--- src/rtl/pcsm_pkg.sv ---
// shared types and constants of the per-channel sliding median filter
package pcsm_pkg;

  // field widths fixed by the interface
  localparam int CHAN_W   = 3;
  localparam int SAMPLE_W = 10;

  // block sizing
  localparam int CHANNELS = 6;
  localparam int WINDOW   = 5;

  localparam int DEPTH    = CHANNELS * WINDOW;
  localparam int CH_IDX_W = (CHANNELS > 1) ? $clog2(CHANNELS) : 1;
  localparam int SLOT_W   = (WINDOW > 1) ? $clog2(WINDOW) : 1;
  localparam int CNT_W    = $clog2(WINDOW + 1);
  localparam int ADDR_W   = (DEPTH > 1) ? $clog2(DEPTH) : 1;

  // ranks of the two middle values (equal for an odd window)
  localparam logic [CNT_W-1:0] K_LO = CNT_W'((WINDOW - 1) / 2);
  localparam logic [CNT_W-1:0] K_HI = CNT_W'(WINDOW / 2);

  typedef struct packed {
    logic [CHAN_W-1:0]   channel;
    logic [SAMPLE_W-1:0] sample;
  } item_t;

  typedef struct packed {
    logic [CHAN_W-1:0]   channel_out;
    logic [SAMPLE_W-1:0] filtered;
    logic                is_median;
  } result_t;

  typedef enum logic [2:0] {
    ST_IDLE,
    ST_WRITE,
    ST_READ,
    ST_RANK,
    ST_FINISH
  } state_t;

  // controller to datapath
  typedef struct packed {
    logic              take;
    logic              commit;
    logic              rd_en;
    logic [SLOT_W-1:0] rd_slot;
    logic              rank_en;
    logic [SLOT_W-1:0] rank_slot;
    logic              load_out;
  } cmd_t;

  // datapath to controller
  typedef struct packed {
    logic need_median;
  } stat_t;

endpackage

--- src/rtl/pcsm_dp.sv ---
// datapath: window store, per-channel counters, rank selection and result register
module pcsm_dp (
  input  logic             clk,
  input  logic             rst,
  input  pcsm_pkg::item_t  item,
  input  pcsm_pkg::cmd_t   cmd,
  output pcsm_pkg::stat_t  stat,
  output pcsm_pkg::result_t result
);
  import pcsm_pkg::*;

  item_t               cur_item;
  logic [CNT_W-1:0]    fill_count [CHANNELS];
  logic [SLOT_W-1:0]   oldest_slot [CHANNELS];
  logic [SAMPLE_W-1:0] store [DEPTH];
  logic [SAMPLE_W-1:0] mem_q;
  logic                rd_pend;
  logic [SLOT_W-1:0]   rd_slot_q;
  logic [SAMPLE_W-1:0] win [WINDOW];
  logic [SAMPLE_W-1:0] med_lo;
  logic [SAMPLE_W-1:0] med_hi;
  logic                med_flag;

  logic                in_range;
  logic [CH_IDX_W-1:0] ch_idx;
  logic [CNT_W-1:0]    cur_fill;
  logic [SLOT_W-1:0]   cur_oldest;
  logic                full;
  logic [SLOT_W-1:0]   wr_slot;
  logic [SLOT_W-1:0]   slot_inc;
  logic [ADDR_W-1:0]   base;
  logic [ADDR_W-1:0]   wr_addr;
  logic [ADDR_W-1:0]   rd_addr;
  logic [SAMPLE_W-1:0] cand;
  logic [CNT_W-1:0]    lt_cnt;
  logic [CNT_W-1:0]    le_cnt;
  logic [SAMPLE_W:0]   mid_sum;

  always_comb begin
    in_range   = 32'(cur_item.channel) < CHANNELS;
    ch_idx     = CH_IDX_W'(cur_item.channel);
    cur_fill   = in_range ? fill_count[ch_idx] : '0;
    cur_oldest = in_range ? oldest_slot[ch_idx] : '0;
    full       = cur_fill == CNT_W'(WINDOW);
    wr_slot    = full ? cur_oldest : cur_fill[SLOT_W-1:0];
    slot_inc   = (cur_oldest == SLOT_W'(WINDOW - 1)) ? '0 : cur_oldest + 1'b1;
    base       = ADDR_W'(32'(ch_idx) * WINDOW);
    wr_addr    = base + ADDR_W'(wr_slot);
    rd_addr    = base + ADDR_W'(cmd.rd_slot);
    stat.need_median = in_range && full;
  end

  // rank of the current candidate against the whole window
  always_comb begin
    cand   = win[cmd.rank_slot];
    lt_cnt = '0;
    le_cnt = '0;
    for (int j = 0; j < WINDOW; j++) begin
      lt_cnt = lt_cnt + CNT_W'(win[j] < cand);
      le_cnt = le_cnt + CNT_W'(win[j] <= cand);
    end
    mid_sum = {1'b0, med_lo} + {1'b0, med_hi};
  end

  always_ff @(posedge clk) begin
    if (rst) begin
      rd_pend <= 1'b0;
      for (int c = 0; c < CHANNELS; c++) begin
        fill_count[c]  <= '0;
        oldest_slot[c] <= '0;
      end
    end else begin
      rd_pend <= cmd.rd_en;
      if (cmd.commit && in_range) begin
        if (full) begin
          oldest_slot[ch_idx] <= slot_inc;
        end else begin
          fill_count[ch_idx]  <= cur_fill + 1'b1;
          oldest_slot[ch_idx] <= '0;
        end
      end
    end
  end

  always_ff @(posedge clk) begin
    if (cmd.commit && in_range) begin
      store[wr_addr] <= cur_item.sample;
    end
    if (cmd.rd_en) begin
      mem_q <= store[rd_addr];
    end
  end

  always_ff @(posedge clk) begin
    if (cmd.take) begin
      cur_item <= item;
    end
    if (cmd.commit) begin
      med_flag <= stat.need_median;
    end
    rd_slot_q <= cmd.rd_slot;
    if (rd_pend) begin
      win[rd_slot_q] <= mem_q;
    end
    if (cmd.rank_en) begin
      if (lt_cnt <= K_LO && le_cnt > K_LO) begin
        med_lo <= cand;
      end
      if (lt_cnt <= K_HI && le_cnt > K_HI) begin
        med_hi <= cand;
      end
    end
    if (cmd.load_out) begin
      result.channel_out <= cur_item.channel;
      result.filtered    <= med_flag ? mid_sum[SAMPLE_W:1] : cur_item.sample;
      result.is_median   <= med_flag;
    end
  end

endmodule

--- src/rtl/pcsm_ctrl.sv ---
// controller: sequences write, window read-out, rank scan and result hand-off
module pcsm_ctrl (
  input  logic            clk,
  input  logic            rst,
  input  logic            item_valid,
  output logic            item_stall,
  output logic            result_valid,
  input  logic            result_stall,
  input  pcsm_pkg::stat_t stat,
  output pcsm_pkg::cmd_t  cmd
);
  import pcsm_pkg::*;

  state_t           state;
  state_t           state_next;
  logic [CNT_W-1:0] cnt;
  logic [CNT_W-1:0] cnt_next;

  always_ff @(posedge clk) begin
    if (rst) begin
      state        <= ST_IDLE;
      cnt          <= '0;
      result_valid <= 1'b0;
    end else begin
      state <= state_next;
      cnt   <= cnt_next;
      if (cmd.load_out) begin
        result_valid <= 1'b1;
      end else if (!result_stall) begin
        result_valid <= 1'b0;
      end
    end
  end

  always_comb begin
    state_next    = state;
    cnt_next      = cnt;
    cmd           = '0;
    cmd.rd_slot   = cnt[SLOT_W-1:0];
    cmd.rank_slot = cnt[SLOT_W-1:0];
    item_stall    = state != ST_IDLE;
    case (state)
      ST_IDLE: begin
        if (item_valid) begin
          cmd.take   = 1'b1;
          state_next = ST_WRITE;
        end
      end
      ST_WRITE: begin
        cmd.commit = 1'b1;
        cnt_next   = '0;
        state_next = stat.need_median ? ST_READ : ST_FINISH;
      end
      ST_READ: begin
        // the pass with cnt at WINDOW issues no read and lets the last registered read land
        cmd.rd_en = cnt != CNT_W'(WINDOW);
        if (cnt == CNT_W'(WINDOW)) begin
          cnt_next   = '0;
          state_next = ST_RANK;
        end else begin
          cnt_next = cnt + 1'b1;
        end
      end
      ST_RANK: begin
        cmd.rank_en = 1'b1;
        if (cnt == CNT_W'(WINDOW - 1)) begin
          cnt_next   = '0;
          state_next = ST_FINISH;
        end else begin
          cnt_next = cnt + 1'b1;
        end
      end
      ST_FINISH: begin
        if (!result_valid || !result_stall) begin
          cmd.load_out = 1'b1;
          state_next   = ST_IDLE;
        end
      end
      default: begin
        state_next = ST_IDLE;
      end
    endcase
  end

endmodule

--- src/rtl/per_channel_sliding_median_core.sv ---
// top level of the per-channel sliding median filter
//
//   channel   direction  beat payload             handshake
//   item      in         channel, sample          item_valid / item_stall
//   result    out        channel_out, filtered,   result_valid / result_stall
//                        is_median
//
// one item at a time; item_stall is low only while the controller is idle
// passthrough beat (window filling or unknown channel): after the write state the
//   finish state loads the result register, and the controller returns to idle to
//   take the next item
// median beat: the result is loaded after the read state has read the channel's
//   window out of the store one entry a cycle, plus a closing pass with no read that
//   lets the last read land, and the rank state has ranked one candidate a cycle
// rst is synchronous; it empties every channel's window and drops result_valid
// a stalled result holds in its register; the next item may be accepted and
//   worked on meanwhile, and only its hand-off waits for the register to free
module per_channel_sliding_median_core (
  input  logic              clk,
  input  logic              rst,
  input  logic              item_valid,
  output logic              item_stall,
  input  pcsm_pkg::item_t   item,
  output logic              result_valid,
  input  logic              result_stall,
  output pcsm_pkg::result_t result
);
  import pcsm_pkg::*;

  // command and status between sequencer and datapath
  cmd_t  cmd;
  stat_t stat;

  // sequencer: write, window read-out, rank scan, hand-off
  pcsm_ctrl u_ctrl (
    .clk          (clk),
    .rst          (rst),
    .item_valid   (item_valid),
    .item_stall   (item_stall),
    .result_valid (result_valid),
    .result_stall (result_stall),
    .stat         (stat),
    .cmd          (cmd)
  );

  // window store, per-channel fill and oldest-slot counters, rank unit
  pcsm_dp u_dp (
    .clk    (clk),
    .rst    (rst),
    .item   (item),
    .cmd    (cmd),
    .stat   (stat),
    .result (result)
  );

endmodule
--- config.mk ---
export PLATFORM = sky130hd
export DESIGN_NAME = per_channel_sliding_median_core
export DESIGN_NICKNAME = d
export VERILOG_FILES = /design/src/rtl/pcsm_pkg.sv /design/src/rtl/pcsm_dp.sv /design/src/rtl/pcsm_ctrl.sv /design/src/rtl/per_channel_sliding_median_core.sv
export SDC_FILE = /design/constraint.sdc
export NUM_CORES = 1
export LEC_CHECK = 0
export BUFFER_PORTS_ARGS = -buffer_cell sky130_fd_sc_hd__buf_2
export CAP_MARGIN = 20
export CORE_ASPECT_RATIO = 0.7
export CORE_MARGIN = 8
export CORE_UTILIZATION = 53
export CTS_CLUSTER_DIAMETER = 100
export DETAILED_ROUTE_END_ITERATION = 10
export PLACE_DENSITY = 0.67
export SLEW_MARGIN = 20
export SYNTH_ARGS = -nofsm -noshare
export SYNTH_HDL_FRONTEND = slang
export SYNTH_SLANG_ARGS = --single-unit
--- constraint.sdc ---
create_clock -name clk -period 6.7 [get_ports clk]
set_input_delay 1.675 -clock clk [delete_from_list [all_inputs] [get_ports clk]]
set_output_delay 1.675 -clock clk [all_outputs]
set_load 0.02 [all_outputs]
==> run_results.csv <==
group,metric,value,unit
synth,yosysTopAreaCell,"edfxtp_1",
floorplanning,dieHeight,182.9,um
worst_setup_path,critical_path_arrival,6.12,ns
detailed_routing,vias,10810,
finish,fillers,2896,
worst_setup_path,worstSetupPathType,"reg2reg",
finish,layout-drive-gt1-share,23.87,%
synth,synth_ff_type,"edfxtp_1",
worst_setup_path,reg2reg_depth,15,
global_route,grt.busiest_layer,"met1",
detailed_routing,wl,45.43,mm
clocking,cts_hold_buf,0,
hold_path,holdPathEnd,"u_dp.rd_slot_q[2]",
hold_path,worstHoldStart,"u_ctrl.cnt[2]",
clocking,post_cts_buffers,0,
detailed_routing,drt_first_pass_iters,5,
power,p_per_area,329.2,nW/um2
floorplanning,ios,33,
flow_run,maxCapViolations,0,
finish,multi_input_area,6120,um2
clocking,cts_tree,"yes",
worst_setup_path,cp_cell_sequence,"buf_4 > mux4_2 > mux2i_1 > ha_1 > a2111oi_0 > o21ai_0 > o31ai_1 > a21oi_1 > fa_1 > inv_1 > ha_1 > fa_1 > a21oi_1 > nor3_1 > buf_4",
synth,synth-async-reset-ratio,0,%
clocking,clk_path_buf_depth,3,
synth,synth-edff-count,476,
worst_setup_path,crit_path_start_kind,"flip-flop",
synth,synth_cells,1145,
clocking,root_buffer,"clkbuf_16",
sta,period_share,87.48,%
place,dp_hpwl,30.08,mm
synth,ys_seq_area_share,69.38,%
clocking,clock-sinks,493,
outcome,status,"finished, final reports clean",
clocking,htree_levels,2,
power,leakage,8.083,nW
global_route,grt_pass1_vias,10670,
sta,setup_viol,0,
synth,avgSynthCellArea,18.42,um2
sta,slew_headroom,30.24,%
floorplanning,fp.dieW,254.4,um
detailed_routing,drt_iter0_drc,1240,
detailed_routing,via_per_inst,6.004,
finish,syn2layout_area_growth,11.15,%
global_route,use_met3,4.002,%
synth,ys_ff_latch,493,
clocking,clk_pin_slew,0.06,ns
finish,antenna_cells,0,
synth,syn_area,21090,um2
hold_path,hold_depth,0,
clocking,clk_latency,0.57,ns
detailed_routing,wl_per_cell,25.24,um
sta,tns,0,ns
synth,synth_most_common_cell,"edfxtp_1",
detailed_routing,drtAntennaViolNets,0,
global_route,use_met1,31.44,%
synth,synthTopCellsByCount,"476 x edfxtp_1, 90 x mux4_2, 77 x nor2_1",
floorplanning,rows,61,
worst_setup_path,cp-end-kind,"flip-flop",
finish,fin_nets,1319,
hold_path,min_path_type,"reg2reg",
detailed_routing,drc,0,
sta,slew_viol_final,0,
worst_setup_path,cp_slowest_stage_delay,0.61,ns
place,place_area,21980,um2
worst_setup_path,r2r_end,"u_dp.med_lo[0]",
synth,synth_warnings,0,
place,gp_congestion,0.8737,
sta,fmax,0.1706,GHz
worst_setup_path,slowest_stage,"dfxtp_1",
global_route,grt_use_met2,27.85,%
clocking,cts_resized,0,
worst_setup_path,worst-path-max-fanout,12,
floorplanning,core_region_area,39460,um2
synth,synth_cell_types,65,
global_route,grt_pass1_wl,68.11,mm
sta,clock_skew,0.02725,ns
floorplanning,die_area,46540,um2
clocking,cts_buffers,46,
sta,worst_pin_slew,1.046,ns
floorplanning,start_util,53.45,%
place,io_buffers,32,
power,ir_drop,0.0002200,V
finish,ff_latch_area,14630,um2
global_route,antenna_found_initial,1,
global_route,overflow,0,
sta,post-route-min-period,5.861,ns
worst_setup_path,worstPathRequired,6.96,ns
synth,synthTopCellsByArea,"edfxtp_1 68%, mux4_2 9.6%, ha_1 4.1%, mux2_2 3.0%, mux2i_1 3.0%",
finish,fin_area,23440,um2
synth,synth_top_area_share,67.77,%
global_route,grt_use_total,19.68,%
sta,rsz0062_at_grt,"no",
global_route,grt_max_degree,71,
worst_setup_path,r2r_slack,0.84,ns
sta,final_hold_viol_count,0,
registers in the layout, summed over array words and instances, names as in the netlist, named ones only:
signal and count:
u_dp.med_lo 10, u_dp.win 80, u_dp.ch_idx 3, u_dp.store 300, u_ctrl.state 3, u_dp.fill_count 24
u_dp.rd_slot_q 3, u_dp.mem_q 10, u_dp.cur_item 10, u_dp.med_flag 1, u_dp.oldest_slot 24, u_dp.result 14
u_ctrl.result_valid 1, u_dp.rd_pend 1, u_ctrl.cnt 3
routing by layer:
layer  vias to the layer above  wire length, um
met3                        49             3762
met2                       420            19270
met5                         -                0
li1                       4740                -
met1                      5599            21800
met4                         0              595
where the power goes:
group / total, mW / switching (mW) / internal (mW)
Sequential: 3.67 / 0.0964 / 3.57
Clock: 2.49 / 1.10 / 1.38
Combinational: 1.57 / 0.913 / 0.652
how the worst max path moves through the flow:
| stage | slack, ns | cells past startpoint | to |
|---|---|---|---|
| global route | 0.42 | 15 | u_dp.med_lo[3] |
| CTS | 0.96 | 15 | u_dp.med_lo[3] |
| floorplan | 1.38 | 15 | u_dp.med_lo[0] |
| global placement | 1.20 | 17 | u_dp.store[9][2] |
| detailed placement | 0.99 | 15 | u_dp.med_lo[0] |
| finish | 0.84 | 15 | u_dp.med_lo[0] |
metrics by stage:
stage / power (mW) / cells / utilization (%) / hold slack (ns) / worst slack (ns)
after floorplan: 4.814 / 1156 / - / 0.3853 / 1.376
after global placement: 5.265 / 1711 / 55.67 / 0.4342 / 1.198
after detailed placement: 5.293 / 1712 / 55.70 / 0.4308 / 0.9917
after CTS: 7.766 / 1798 / 59.32 / 0.4522 / 0.9637
after global routing: 8.015 / 1800 / 59.41 / 0.4569 / 0.4193
final: 7.718 / 1800 / 59.41 / 0.4482 / 0.8386
kinds of logic (layout without fill, tap and decap cells):
kind of cell / after synthesis / after routing / share of synthesized area [%]
xor gates and xnor gates: 8 / 8 / 0.4924
adders and majority gates: 75 / 75 / 4.663
DFF: 493 / 493 / 69.38
buffers and inverters: 85 / 194 / 1.987
AOI/OAI and AO/OA: 82 / 82 / 2.604
and+or+nand+nor: 183 / 183 / 4.212
other: 1 / 12 / 0.01778
muxes: 218 / 218 / 16.64
worst max-delay path, delay by kind of cell (launching register included):
family / cells / cell delay, ns
multiplexers: 2 / 1.07
AND/OR/NAND/NOR: 1 / 0.18
flip-flops: 1 / 0.61
AO/OA/AOI/OAI: 5 / 1.45
adder cells (fa/ha/maj): 4 / 1.63
buffers and inverters: 3 / 0.60
placed cells by master, fill, tap and decap left out, types with 12 or more instances in the layout:
cell,netlist,routed
nor2_1,77,76
buf_4,3,30
conb_1,1,12
nand2_1,31,31
buf_2,16,32
clkbuf_1,12,12
mux4_2,90,90
mux2i_1,63,63
a21oi_1,24,23
a21o_1,14,14
nor3_1,16,16
clkbuf_16,0,47
dfxtp_1,17,17
inv_1,41,41
edfxtp_1,476,476
mux2_2,57,57
ha_1,69,68
layout make-up:
cell class,instances,share of cell area [%]
clock buffer,60,5.268
clock inverter,26,0.8380
inverter,43,0.6885
multi-input combinational,578,26.10
sequential,493,62.43
tap,535,2.855
timing repair buffer,65,1.820
(Power assumes the default switching activity.)
